===== src/design/bmsi_pkg.sv =====
// shared types and constants for the bank mapper core
package bmsi_pkg;

  localparam int unsigned ChrBankBitsDefault = 8;
  localparam int unsigned PrgBankBitsDefault = 6;

  // target codes
  localparam logic [2:0] TgtChr  = 3'd0;
  localparam logic [2:0] TgtNt   = 3'd1;
  localparam logic [2:0] TgtWram = 3'd2;
  localparam logic [2:0] TgtPrg  = 3'd3;
  localparam logic [2:0] TgtNone = 3'd4;

  // configuration register indexes
  localparam logic [1:0] CfgChrCount = 2'd0;
  localparam logic [1:0] CfgPrgCount = 2'd1;
  localparam logic [1:0] CfgRamPres  = 2'd2;

  typedef struct packed {
    logic        mode;
    logic [15:0] address;
    logic [7:0]  value;
  } bmsi_req_t;

  typedef struct packed {
    logic [2:0]  target;
    logic [18:0] mapped_address;
    logic        irq;
    logic        mirror_select;
  } bmsi_rsp_t;

endpackage


===== src/design/bank_mapper_with_scanline_irq_core.sv =====
// bank mapper core with scanline interrupt counter and serial bank reduction
//
//  channel | direction | handshake            | payload
//  req     | in        | req_valid_i/stall_o  | bmsi_req_t (mode, address, value)
//  rsp     | out       | rsp_valid_o/stall_i  | bmsi_rsp_t (target, mapped_address, irq, mirror)
//  cfg     | in        | cfg_we_i             | cfg_idx_i, cfg_data_i
//
// a taken request passes the divide state, then the output state registers the response;
// a bank data write stays in the divide state while the modulo by the bank count runs,
// one quotient bit per cycle through a shared subtractor; one request is in flight at a time
// reset loads program slots 0, 1, count-2, count-1 and clears the rest
// the response register holds until taken; rsp_stall_i holds off the next request
module bank_mapper_with_scanline_irq_core #(
  parameter int unsigned CHR_BANK_BITS = bmsi_pkg::ChrBankBitsDefault,
  parameter int unsigned PRG_BANK_BITS = bmsi_pkg::PrgBankBitsDefault
) (
  input  logic                clk_i,
  input  logic                rst_ni,
  input  logic                req_valid_i,
  output logic                req_stall_o,
  input  bmsi_pkg::bmsi_req_t req_i,
  output logic                rsp_valid_o,
  input  logic                rsp_stall_i,
  output bmsi_pkg::bmsi_rsp_t rsp_o,
  input  logic                cfg_we_i,
  input  logic [1:0]          cfg_idx_i,
  input  logic [8:0]          cfg_data_i
);
  import bmsi_pkg::*;

  localparam logic [1:0] StIdle = 2'd0;
  localparam logic [1:0] StDiv  = 2'd1;
  localparam logic [1:0] StOut  = 2'd2;

  localparam logic [CHR_BANK_BITS-1:0] ChrMask = {CHR_BANK_BITS{1'b1}};
  localparam logic [PRG_BANK_BITS-1:0] PrgMask = {PRG_BANK_BITS{1'b1}};

  logic [1:0] state_q, state_d;
  bmsi_req_t  req_q;
  logic [8:0] chr_cnt_q;
  logic [6:0] prg_cnt_q;
  logic       ram_q;
  logic [7:0] bank_sel_q;
  logic [CHR_BANK_BITS-1:0] chr_bank_q [8];
  logic [PRG_BANK_BITS-1:0] prg_bank_q [4];
  logic       mirror_q;
  logic [7:0] latch_q, count_q;
  logic       reload_q, enable_q, a12_q, irq_q;
  logic [8:0] rem_q, rem_d;
  logic [2:0] bit_q;
  logic       rsp_valid_q;
  bmsi_rsp_t  rsp_q;

  // request decode
  logic [2:0] region;
  logic       is_bank_data, is_chr_sel;
  logic [8:0] divisor;
  logic [7:0] dividend;
  logic [9:0] trial;
  logic [7:0] red;
  logic [6:0] prg_m2;

  assign region       = req_q.address[15:13];
  assign is_chr_sel   = (bank_sel_q[2:0] <= 3'd5);
  assign is_bank_data = req_q.mode && (region == 3'd4) && req_q.address[0];
  assign divisor      = is_chr_sel ? chr_cnt_q : {2'b0, prg_cnt_q};
  assign dividend     = is_chr_sel ? req_q.value : {2'b00, req_q.value[5:0]};
  assign prg_m2       = prg_cnt_q - 7'd2;
  assign req_stall_o  = (state_q != StIdle) || rsp_valid_q;

  // shared restoring subtractor: one quotient bit per cycle
  assign trial = {rem_q, dividend[bit_q]} - {1'b0, divisor};
  always_comb begin
    rem_d = {rem_q[7:0], dividend[bit_q]};
    if (!trial[9]) rem_d = trial[8:0];
  end
  assign red = (divisor == 9'd0) ? dividend : rem_q[7:0];

  // sequencer
  always_comb begin
    state_d = state_q;
    case (state_q)
      StIdle: if (req_valid_i && !req_stall_o) state_d = StDiv;
      StDiv:  if (!is_bank_data || bit_q == 3'd0) state_d = StOut;
      StOut:  state_d = StIdle;
      default: state_d = StIdle;
    endcase
  end

  always_ff @(posedge clk_i or negedge rst_ni) begin
    if (!rst_ni) begin
      state_q <= StIdle;
    end else begin
      state_q <= state_d;
    end
  end

  // request capture and division state
  always_ff @(posedge clk_i) begin
    if (state_q == StIdle && req_valid_i && !req_stall_o) begin
      req_q <= req_i;
      rem_q <= 9'd0;
      bit_q <= 3'd7;
    end else if (state_q == StDiv && is_bank_data) begin
      rem_q <= rem_d;
      bit_q <= bit_q - 3'd1;
    end
  end

  // mapper state update and response
  logic        do_out;
  logic [7:0]  prg_red;
  assign do_out  = (state_q == StOut);
  assign prg_red = red;

  always_ff @(posedge clk_i or negedge rst_ni) begin
    if (!rst_ni) begin
      chr_cnt_q  <= 9'd256;
      prg_cnt_q  <= 7'd64;
      ram_q      <= 1'b1;
      bank_sel_q <= 8'd0;
      for (int i = 0; i < 8; i++) chr_bank_q[i] <= '0;
      prg_bank_q[0] <= '0;
      prg_bank_q[1] <= PRG_BANK_BITS'(1) & PrgMask;
      prg_bank_q[2] <= PRG_BANK_BITS'(7'd62);
      prg_bank_q[3] <= PRG_BANK_BITS'(7'd63);
      mirror_q <= 1'b0;
      latch_q  <= 8'd0;
      count_q  <= 8'd0;
      reload_q <= 1'b0;
      enable_q <= 1'b0;
      a12_q    <= 1'b0;
      irq_q    <= 1'b0;
      rsp_valid_q <= 1'b0;
    end else begin
      if (rsp_valid_q && !rsp_stall_i) rsp_valid_q <= 1'b0;
      // configuration writes
      if (cfg_we_i) begin
        case (cfg_idx_i)
          CfgChrCount: chr_cnt_q <= cfg_data_i;
          CfgPrgCount: begin
            prg_cnt_q     <= cfg_data_i[6:0];
            prg_bank_q[0] <= '0;
            prg_bank_q[1] <= PRG_BANK_BITS'(1) & PrgMask;
            prg_bank_q[2] <= PRG_BANK_BITS'(cfg_data_i[6:0] - 7'd2);
            prg_bank_q[3] <= PRG_BANK_BITS'(cfg_data_i[6:0] - 7'd1);
          end
          CfgRamPres: ram_q <= cfg_data_i[0];
          default: ;
        endcase
      end
      if (do_out) begin
        logic       n_irq;
        logic [2:0] tgt;
        logic [18:0] map;
        logic [2:0] slot;
        logic [1:0] poff;
        n_irq = irq_q;
        tgt   = TgtNone;
        map   = '0;
        slot  = '0;
        poff  = '0;
        case (region)
          3'd0: begin
            tgt = TgtChr;
            map = 19'({chr_bank_q[req_q.address[12:10]], req_q.address[9:0]});
            if (!req_q.mode) begin
              a12_q <= req_q.address[12];
              if (req_q.address[12] && !a12_q) begin
                if (reload_q) begin
                  count_q  <= latch_q;
                  reload_q <= 1'b0;
                end else if (count_q == 8'd1) begin
                  count_q <= 8'd0;
                  if (enable_q) n_irq = 1'b1;
                end else if (count_q == 8'd0) begin
                  count_q <= latch_q;
                end else begin
                  count_q <= count_q - 8'd1;
                end
              end
            end
          end
          3'd1: begin
            tgt = TgtNt;
            map = 19'(req_q.address[11:0]);
          end
          3'd2: ;
          3'd3: if (ram_q) begin
            tgt = TgtWram;
            map = 19'(req_q.address[12:0]);
          end
          default: begin
            if (req_q.mode) begin
              case (region)
                3'd4: begin
                  if (!req_q.address[0]) begin
                    bank_sel_q <= req_q.value;
                  end else if (bank_sel_q[2:0] <= 3'd1) begin
                    slot = {bank_sel_q[7], bank_sel_q[0], 1'b0};
                    chr_bank_q[slot]        <= CHR_BANK_BITS'(red & 8'hFE) & ChrMask;
                    chr_bank_q[slot | 3'd1] <= CHR_BANK_BITS'(red | 8'h01) & ChrMask;
                  end else if (bank_sel_q[2:0] <= 3'd5) begin
                    slot = {~bank_sel_q[7], 2'(bank_sel_q[2:0] - 3'd2)};
                    chr_bank_q[slot] <= CHR_BANK_BITS'(red);
                  end else if (bank_sel_q[2:0] == 3'd6) begin
                    poff = bank_sel_q[6] ? 2'd2 : 2'd0;
                    prg_bank_q[2'd0 ^ poff] <= PRG_BANK_BITS'(prg_red);
                    prg_bank_q[2'd2 ^ poff] <= PRG_BANK_BITS'(prg_m2);
                  end else begin
                    prg_bank_q[1] <= PRG_BANK_BITS'(prg_red);
                  end
                end
                3'd5: if (!req_q.address[0]) mirror_q <= req_q.value[0];
                3'd6: begin
                  if (req_q.address[0]) reload_q <= 1'b1;
                  else latch_q <= req_q.value;
                end
                default: begin
                  if (req_q.address[0]) begin
                    enable_q <= 1'b1;
                  end else begin
                    enable_q <= 1'b0;
                    n_irq    = 1'b0;
                  end
                end
              endcase
            end else begin
              tgt = TgtPrg;
              map = 19'({prg_bank_q[region[1:0]], req_q.address[12:0]});
            end
          end
        endcase
        irq_q       <= n_irq;
        rsp_q       <= '{target: tgt, mapped_address: map, irq: n_irq,
                         mirror_select: (req_q.mode && region == 3'd5 &&
                                         !req_q.address[0]) ? req_q.value[0]
                                                            : mirror_q};
        rsp_valid_q <= 1'b1;
      end
    end
  end

  assign rsp_valid_o = rsp_valid_q;
  assign rsp_o       = rsp_q;

  // checks
  a_no_accept_busy: assert property (@(posedge clk_i) disable iff (!rst_ni)
    (state_q != StIdle) |-> req_stall_o) else $error("accept while busy");
  a_out_then_valid: assert property (@(posedge clk_i) disable iff (!rst_ni)
    (state_q == StOut) |=> rsp_valid_q) else $error("missing response");
  a_rem_bound: assert property (@(posedge clk_i) disable iff (!rst_ni)
    (state_q == StDiv && is_bank_data && divisor != 9'd0) |-> (rem_q < divisor))
    else $error("remainder out of range");
  a_irq_needs_enable: assert property (@(posedge clk_i) disable iff (!rst_ni)
    $rose(irq_q) |-> $past(enable_q)) else $error("irq without enable");
endmodule


===== config.mk =====
export PLATFORM = sky130hd
export DESIGN_NAME = bank_mapper_with_scanline_irq_core
export DESIGN_NICKNAME = d
export VERILOG_FILES = /design/src/design/bmsi_pkg.sv /design/src/design/bank_mapper_with_scanline_irq_core.sv
export SDC_FILE = /design/constraint.sdc
export NUM_CORES = 1
export LEC_CHECK = 0
export BUFFER_PORTS_ARGS = -buffer_cell sky130_fd_sc_hd__buf_4
export CORE_ASPECT_RATIO = 1.5
export CORE_MARGIN = 2
export CORE_UTILIZATION = 50
export CTS_CLUSTER_DIAMETER = 150
export CTS_CLUSTER_SIZE = 12
export DETAILED_ROUTE_END_ITERATION = 8
export PLACE_DENSITY = 0.75
export SYNTH_ARGS = -nofsm -noshare
export SYNTH_HDL_FRONTEND = slang
export SYNTH_SLANG_ARGS = --single-unit
export TNS_END_PERCENT = 100

===== constraint.sdc =====
create_clock -name clk_i -period 2.9 [get_ports clk_i]
set_clock_uncertainty 0.05 [all_clocks]
set_input_delay 0.435 -clock clk_i [delete_from_list [all_inputs] [get_ports clk_i]]
set_output_delay 0.435 -clock clk_i [all_outputs]
set_load 0.02 [all_outputs]

==> results.md, run 1 <==
- Core ar.: between 15,000 and 20,000 sq um
- Hold slack: 0.01028 ns
- GP Congestion: ~0.9
- Startpoint types: flip-flop
- Clock Power Share: between 20 and 30%
- TritonCTS Buffers: 17
- Slew Limit Fails: 0
- Total Power: a little over 8 mW
- Internal Dissipation: 5.561 mW
- Drc violations: 0
- Dpl cell area: between 10,000 and 15,000 sq um
- Synth unique cells: 58
- Reg2reg start: req_q[5]
- Async SR Flop Fraction: around 69%
- Max Clk Rate: 355.6 MHz
- IO Port Bufs: between 60 and 70
- Area Overhead vs Synth: 18.25%
- Via/cell ratio: 5.649
- Yosys top cell area share: about a third
- H-Tree Depth: 4
- Layout cell share with drive strength beyond 1: around a quarter
- Flop pwr share: 44.5%
- Die width: around 120 um
- Initial Util: just over 50%
- Placed Cells: between 1,000 and 1,500
- Clk sink count: slightly below 200
- DRT iter0 DRCs: ~480
- Final WL: about 22,000 um
- Number of nets in the layout: ~1,000
- Clock transition at path regs: roughly 0.080 ns
- Leakage: 4.814 nW
- Half-perimeter wire length after placement: 15,330 um
- Std-Cell Rows: 61
- Drt wl/cell: ~18 um
- Final Hold Vio Count: 0
- Die height: 171.6 um
- Maxcap violations: 0
- Seq/Total Area, Yosys: a little over half
- Crit path kind: reg -> reg
- Pin count of the biggest net entering global routing: roughly 140
- Max IR drop VDD: 0.4220 mV
- Ranking of synthesized cells by area: dfrtp_1, edfxtp_1, mux4_2
- Fin cells: approximately 1,200
- Final setup fails: 0
- Syn avg cell area: ~11 sq um
- Final instance area: 11,070 sq um
- Worst-skew pair later-pin latency: approximately 0.43 ns
- Tot GR Track Use: a little under a quarter
- CP required: ~3.2 ns
- Vias in the first global route: 6,820
- R2r setup slk: between 0.08 and 0.09 ns
- Hold/Removal Path Class: in -> async
- Fill cell count: between 1,500 and 2,000
- Crit path capture type: flip-flop
- GRT overflow: 0
- First-pass GRT wire length: around 35,000 um
- Sw frac: approximately a third
- R2r endpoint: rem_q[1]
- Initial antenna violation count: 0
- Cell count after synthesis: approximately 850
- Ys flop type: dfrtp_1
- Worst slew pin tran: 0.7942 ns
- Ports: 67
- Yosys top cell by area: dfrtp_1
- Tmin final: about 2.8 ns
- Period utilization: a little over nine tenths
- First-pass DRT Iterations: 5
- Gate power share: a little over a quarter
- P per Cell Area: 743.2 nW/um^2
- R2R cell count: 10
- Synthesis Warnings: 0
- TritonCTS clock tree: done
- CTS root buf: clkbuf_16
- Mapped cell area: between 9000 and 10,000 sq um
- #FFs+latches synth: ~200
- RSZ-0062 raised after global routing: true
- Post-Syn Nets: between 900 and 1,000
- Die footprint: ~20,000 sq um
- CTS Buffer Depth: 2
- CP arrival: 3.09 ns
- Routed Antenna Nets: 0
- CP max FO: 8
- Psw: around 2.7 mW
- Via count: 6,830
- Rel. slew slack: approximately 47%
- Outcome: completed
- EDFF count, synth: between 40 and 50
- ANT cells: 0
-- logic make-up after synthesis --
family          Yosys count  synth area share, %
fa+ha+maj                17                2.352
xor+xnor                 19                1.777
simple gates            261                12.97
flops                   195                54.29
compound gates          188                11.69
mux                      91                13.40
buf+inv                  82                3.514
-- area by class of cell --
type / count / area [sq um] / share of cell area, %
Clock inverter: 14 / 165.2 / 1.492
Tap cell: 252 / 315.3 / 2.847
Timing Repair Buffer: 121 / 933.4 / 8.429
Inverter: 33 / 123.9 / 1.119
Multi-Input combinational cell: 576 / 4018 / 36.28
Clock buffer: 18 / 432.9 / 3.910
Sequential cell: 195 / 5085 / 45.92
-- what timing repair did --
item / in CTS / in global routing
gates resized for setup: 3 / 13
setup endpoints to repair: 9 / 9
pin swaps: 0 / 7
setup buffers: 0 / 2
hold buffers: 0 / 0
-- how the worst max path moves through the flow --
stage	start	to	slack, ns	cells after the start
floorplan	bank_sel_q[1]	rem_q[8]	0.01	12
global placement	bank_sel_q[1]	rem_q[0]	0.03	10
detailed placement	bank_sel_q[1]	rem_q[0]	-0.06	10
CTS	bank_sel_q[1]	rem_q[0]	0.007	10
global route	bank_sel_q[1]	rem_q[0]	-0.02	11
finish	req_q[5]	rem_q[1]	0.09	10
-- sequential cells by signal, summed over array words and instances (netlist names), 5 cells and up --
signal,flops
prg_cnt_q,7
req_q,22
prg_bank_q,24
latch_q,8
rsp_o,24
count_q,8
bank_sel_q,5
chr_cnt_q,9
rem_q,9
chr_bank_q,64
-- power groups by stage --
stage,logic [mW],clock network (mW),registers [mW]
floorplan,1.47,0,3.61
global placement,2.11,0,3.69
detailed placement,2.15,0,3.71
CTS,2.17,2.41,3.65
global route,2.42,2.51,3.72
finish,2.20,2.37,3.66
-- cells in the mapped netlist, drive strengths merged (4+ instances only) --
cell and number:
o22ai 8, nor3 21, mux2 42, nand3b 4, inv 33, a21o 4, nand2b 9, a31oi 13
or3 4, xor2 6, ha 16, nand2 96, o21ai 82, o31ai 4, nor3b 6, nor4 5
xnor2 13, buf 9, mux4 23, and2 13, dfrtp 119, a22o 6, clkbuf 40, mux2i 26
edfxtp 49, a21oi 48, nor2 57, a22oi 4, dfxtp 12, nor2b 9, dfstp 15, nand3 25
-- per-layer routing --
layer	track usage, %	vias up	wire [um]	share of wire (%)
met1	27.30	3365	8427	39
met2	40.81	175	11710	54
met4	9.420	0	782	3.6
met3	4.228	52	805	3.7
li1	-	3238	-	-
met5	0	-	0	0
-- metrics by stage --
step / utilization, % / TNS, ns / setup slack, ns
CTS: 59.59 / 0 / 0.006924
global route: 59.95 / -0.05679 / -0.01991
floorplan: - / 0 / 0.01402
global placement: 56.31 / 0 / 0.03011
finish: 59.95 / 0 / 0.08811
detailed placement: 56.31 / -0.1663 / -0.06363
-- cells in the final DEF, fill, tap and decap left out, drive strengths merged, types with 16 or more instances in the layout --
master  instances
buf           121
dfrtp         119
nand2          96
o21ai          82
nor2           57
edfxtp         49
a21oi          48
mux2           42
inv            40
mux2i          26
nand3          25
mux4           23
nor3           21
clkbuf         18
ha             16
-- worst max-delay path, cell delays in order (launching register included) --
cell and delay (ns):
edfxtp_1 0.40, mux4_2 0.54, a21oi_4 0.18, ha_4 0.16
nand3b_1 0.15, a21oi_2 0.08, or4_1 0.50, and3_4 0.21
buf_12 0.14, mux2i_1 0.11, a22o_1 0.18
Note: power is estimated with default switching activity, not from simulation.
==> run 2, diff against run 1 <==
--- a/config.mk
+++ b/config.mk
@@ -7,2 +7,3 @@
 export LEC_CHECK = 0
+export ABC_AREA = 1
 export BUFFER_PORTS_ARGS = -buffer_cell sky130_fd_sc_hd__buf_4
==> constraint.sdc (replaced) <==
create_clock -name clk_i -period 2.9 [get_ports clk_i]
set_clock_uncertainty 0.05 [all_clocks]
set_input_delay 0.58 -clock clk_i [delete_from_list [all_inputs] [get_ports clk_i]]
set_output_delay 0.58 -clock clk_i [all_outputs]
set_load 0.02 [all_outputs]
==> results.md, run 2 <==
- Die height: 174.5 um
- Yosys top cell area share: 30.71%
- Vias in the first global route: 7,780
- EDFF count, synth: between 40 and 50
- Maxcap violations: 0
- Final setup fails: 0
- Layout cell share with drive strength beyond 1: 13.24%
- Most common cell after layout, fill and taps aside: nand2_1
- Crit-path slowest cell: dfrtp_1
- Final WL: 23,770 um
- Synthesis Warnings: 0
- DRT iter0 DRCs: slightly below 600
- Ports: between 60 and 70
- Max Clk Rate: between 300 and 400 MHz
- Outcome: completed
- CTS Buffer Depth: 2
- Routed Antenna Nets: 0
- CP required: between 3 and 4 ns
- Ranking of synthesized cells by area: dfrtp_1, edfxtp_1, nand2_1
- H-Tree Depth: 4
- Yosys top cell by area: dfrtp_1
- Initial Util: between 50 and 60%
- Hold/Removal Path Class: in -> async
- Count leader, synth: nand2_1
- Synth unique cells: between 40 and 50
- Post-Syn Nets: 1,211
- Tmin final: around 2.6 ns
- Crit path capture type: flip-flop
- Startpoint types: flip-flop
- IO Port Bufs: 66
- Pin count of the biggest net entering global routing: ~140
- Async SR Flop Fraction: roughly 69%
- Die width: approximately 120 um
- Area Overhead vs Synth: 13.85%
- Ys flop type: dfrtp_1
- Std-Cell Rows: 62
- Rel. slew slack: between 40% and 50%
- #FFs+latches synth: approximately 200
- Slew Limit Fails: 0
- Clk sink count: roughly 200
- Hold Buf Count CTS: 0
- ANT cells: 0
- CP arrival: ~2.9 ns
- Cell count after synthesis: approximately 1,200
- Die footprint: 20,540 sq um
- Via count: 8,066
- Largest register FFs: 64
- Drc violations: 0
- Half-perimeter wire length after placement: 17,510 um
- Via/cell ratio: about 5.4
- Most frequent cells in the layout: nand2_1, nor2_1, inv_1
- Clock transition at path regs: about 0.070 ns
- Total negative slack: 0 ns
- Seq/Total Area, Yosys: a little over half
- Crit path kind: reg -> reg
- Reg with most FFs: chr_bank_q
- First-pass GRT wire length: 39,340 um
- CP peak stage delay: 0.47 ns
- TritonCTS Buffers: 17
- Max IR drop VDD: 0.3284 mV
- GP Congestion: about 0.9
- First-pass DRT Iterations: 5
- TritonCTS clock tree: done
- Initial antenna violation count: 0
- Mapped cell area: between 9000 and 10,000 sq um
- Commonest cells post-synth: nand2_1, nor2_1, inv_1
- Leakage: between 5 and 6 nW
- Period utilization: around nine tenths
- Worst slew pin tran: 0.7747 ns
- Syn avg cell area: 8.409 sq um
- CP max FO: 20
- Tot GR Track Use: between 20% and 30%
- P per Cell Area: 745.6 nW/um^2
- RSZ-0062 raised after global routing: false
- Drt wl/cell: between 15 and 20 um
- Total Power: about 8.2 mW
- Number of nets in the layout: approximately 1,300
- Core ar.: around 19,000 sq um
- Final Hold Vio Count: 0
- Worst-skew pair later-pin latency: 0.45 ns
- R2r setup slk: between 0.3 and 0.4 ns
- Most used cell, CP: nand2_1
- Cells along the critical path: nand2_4 -> nand2_1 -> nand2_1 -> nand3_1 -> nand3_1 -> nand2_1 -> ha_1 -> fa_1 -> inv_1 -> nand2_1 -> nand2_1 -> nand2_1 -> nand2_1 -> nand2_1 -> nand2_1 -> nand3_1 -> nand3_1 -> a21oi_1
- GRT overflow: 0
- CTS root buf: clkbuf_16
## run 2: cell count changes after synthesis, moves of 16 or more
cell,before,now
mux2_2,42,2
o21ai_1,2,18
mux4_2,22,0
o21ai_0,79,111
inv_1,33,126
clkbuf_1,40,22
nand3_1,25,71
mux2i_1,26,0
a21oi_1,48,95
nor2_1,57,142
nand2_1,96,213
## run 2: cell families (layout without fill, tap and decap cells)
family          after synthesis  after routing  synth area share [%]
compound gates              284            284                 16.29
xor+xnor                     11             11                0.9937
fa+ha+maj                    17             17                 2.271
buf+inv                     174            252                 7.291
flops                       195            195                 52.43
mux                           2              2                0.2323
simple gates                470            470                 20.49
## run 2: per-stage QoR
step	setup WS (ns)	hold slack, ns	utilization [%]	instances	cell area (sq um)
finish	0.3124	0.1369	57.84	1487	11040
global route	0.01514	0.2400	57.84	1487	11040
CTS	0.1798	0.2316	57.74	1485	11020
detailed placement	0.2142	0.4152	54.91	1454	10480
global placement	0.2588	0.4136	54.91	1454	10480
floorplan	0.4907	0.2344	-	1153	9696
## run 2: critical path, delay by kind of cell, from the launching register on
kind	cells	cell delay [ns]
flip-flops	1	0.47
AND/OR/NAND/NOR	14	1.15
buffers and inverters	1	0.10
adder cells (fa/ha/maj)	2	0.62
AO/OA/AOI/OAI	1	0.07
## run 2: worst paths after layout
kind                       cells after the start            end          start
setup reg to reg                              18       rem_q[8]  bank_sel_q[1]
max in group asynchronous                      2   prg_cnt_q[2]         rst_ni
min in group clk_i                             1      req_q[15]      req_i[15]
hold / removal                                 2     state_q[1]         rst_ni
setup / recovery                              18       rem_q[8]  bank_sel_q[1]
hold reg to reg                                2  prg_bank_q[0]  prg_bank_q[0]
## run 2: area by class of cell
type | count | area (sq um)
Sequential cell | 195 | 5084
Tap cell | 256 | 320.3
Multi-Input combinational cell | 784 | 3913
Clock inverter | 3 | 22.52
Fill cell | 1806 | 8045
Inverter | 135 | 511.7
Clock buffer | 28 | 516.7
Timing Repair Buffer | 86 | 670.6
## run 2: power breakdown
group,switching (mW),total [mW],internal [mW]
clock network,0.989,2.20,1.21
registers,0.316,3.66,3.35
logic,1.55,2.37,0.821
## run 2: repair_timing
item,4_1_cts,5_1_grt
setup buffers,0,2
endpoints found under the setup margin,0,9
gates resized for setup,0,1
## run 2: layer usage
metal	wire length (um)	share of wire [%]	up-vias	GRT usage, %
met3	819	3.4	59	4.035
met1	9292	39	3839	27.60
li1	-	-	3981	-
met4	910	3.8	0	11.70
met2	12740	54	187	44.06
met5	0	0	-	0
==> run 3, diff against run 2 <==
CORE_ASPECT_RATIO = default   (was 1.5)
==> results.md, run 3 (synthesis results as in run 2) <==
- Total negative slack: 0 ns
- Clk sink count: 195
- Worst slew pin tran: between 0.7 and 0.8 ns
- Multi-input logic area: a little under 4000 sq um
- Ports: between 60 and 70
- Dpl cell area: 10,460 sq um
- CP startpoint: bank_sel_q[1]
- RSZ-0062 raised after global routing: false
- Core ar.: between 15,000 and 20,000 sq um
- Crit path kind: reg -> reg
- Initial Util: 51.32%
- Final instance area: around 11,000 sq um
- DRT iter0 DRCs: between 700 and 800
- Rel. slew slack: roughly 52%
- R2R cell count: 14
- Std-Cell Rows: 50
- Clock transition at path regs: roughly 0.07 ns
- CP required: 3.15 ns
- Area Overhead vs Synth: 13.82%
- First-pass DRT Iterations: 8
- Die footprint: 20,520 sq um
- Routed Antenna Nets: 0
- Total Power: between 8 and 9 mW
- CP arrival: 2.90 ns
- Largest register FFs: 64
- Layout cell share with drive strength beyond 1: between 10% and 20%
- Initial antenna violation count: 0
- Outcome: completed
- Max IR drop VDD: around 0.46 mV
- CTS root buf: clkbuf_16
- GRT overflow: 0
- R2r setup slk: ~0.25 ns
- Hold/Removal Path Class: in -> async
- Number of nets in the layout: around 1,300
- Most frequent cells in the layout: nand2_1, nor2_1, inv_1
- TritonCTS clock tree: done
- First-pass GRT wire length: ~39,000 um
- Leakage: between 5 and 6 nW
- Max Clk Rate: about 380 MHz
- Tot GR Track Use: approximately 24%
- H-Tree Depth: 4
- Maxcap violations: 0
- Reg2reg start: bank_sel_q[1]
- Via count: between 8,000 and 9,000
- Tmin final: between 2 and 3 ns
- TritonCTS Buffers: 17
- Pin count of the biggest net entering global routing: roughly 140
- Reg with most FFs: chr_bank_q
- P per Cell Area: 754.3 nW/um^2
- ANT cells: 0
- GP Congestion: about 0.9
- Final Util: 58.41%
- Hold Buf Count CTS: 0
- Vias in the first global route: between 7,000 and 8,000
- Fill cell count: between 1,500 and 2,000
- Die width: between 100 and 150 um
- Final WL: around 24,000 um
- Drc violations: 0
- Crit path capture type: flip-flop
- Slew Limit Fails: 0
- Startpoint types: flip-flop
- Worst-skew pair later-pin latency: between 0.4 and 0.5 ns
- Die height: 143.3 um
- Period utilization: just over 90%
- Via/cell ratio: 5.460
- Most common cell after layout, fill and taps aside: nand2_1
- CP max FO: 12
- Drt wl/cell: roughly 16 um
- IO Port Bufs: 66
- Final setup fails: 0
- Final Hold Vio Count: 0
- Half-perimeter wire length after placement: 16,740 um
- Storage element area: slightly above 5000 sq um
- CTS Buffer Depth: 2
## run 3: path summary, 6_finish.rpt
check                           endpoint
setup / recovery                rem_q[0]
setup reg to reg                rem_q[0]
hold reg to reg            prg_bank_q[0]
hold / removal             chr_bank_q[1]
max in group asynchronous   chr_cnt_q[6]
min in group clk_i             req_q[12]
## run 3: per-stage QoR
stage / setup slack, ns / hold WS (ns) / instances
CTS: 0.2125 / 0.2622 / 1488
finish: 0.2462 / 0.2187 / 1490
detailed placement: 0.2370 / 0.4180 / 1456
global route: 0.01999 / 0.2510 / 1490
global placement: 0.3443 / 0.4121 / 1456
floorplan: 0.4907 / 0.2344 / 1153
## run 3: routing by layer
layer | track usage, % | up-vias | wire [um]
met5 | 0 | - | 0
li1 | - | 3974 | -
met3 | 4.561 | 42 | 1340
met4 | 8.101 | 0 | 631
met2 | 39.36 | 279 | 11140
met1 | 32.22 | 3840 | 10490
## run 3: final cells by class
type	instances	share of cell area [%]
Tap cell	260	2.948
Clock buffer	20	3.957
Timing Repair Buffer	84	5.862
Clock inverter	12	1.077
Multi-Input combinational cell	784	35.45
Sequential cell	195	46.07
Inverter	135	4.637
## run 3: what timing repair did
action | 4_1_cts | 5_1_grt
resized for setup | 0 | 2
setup endpoints to repair | 0 | 9
buffers inserted | 0 | 2
## run 3: power breakdown
group / switching (mW) / leakage [nW] / internal (mW)
clock: 1.08 / 0.273 / 1.21
combinational: 1.58 / 2.56 / 0.814
sequential: 0.310 / 2.33 / 3.34
## run 3: worst max-delay path, cell delays in order, from the launching register on
cell and delay [ns]:
dfrtp_1 0.49, nand2_2 0.21, buf_4 0.24, o21ai_1 0.18
ha_1 0.31, nand2_1 0.09, nand2_1 0.07, inv_1 0.09
nand2_1 0.06, nand2_1 0.10, nand3_1 0.15, nand2_2 0.20
nand3_1 0.12, nand3_1 0.10, a21oi_1 0.07
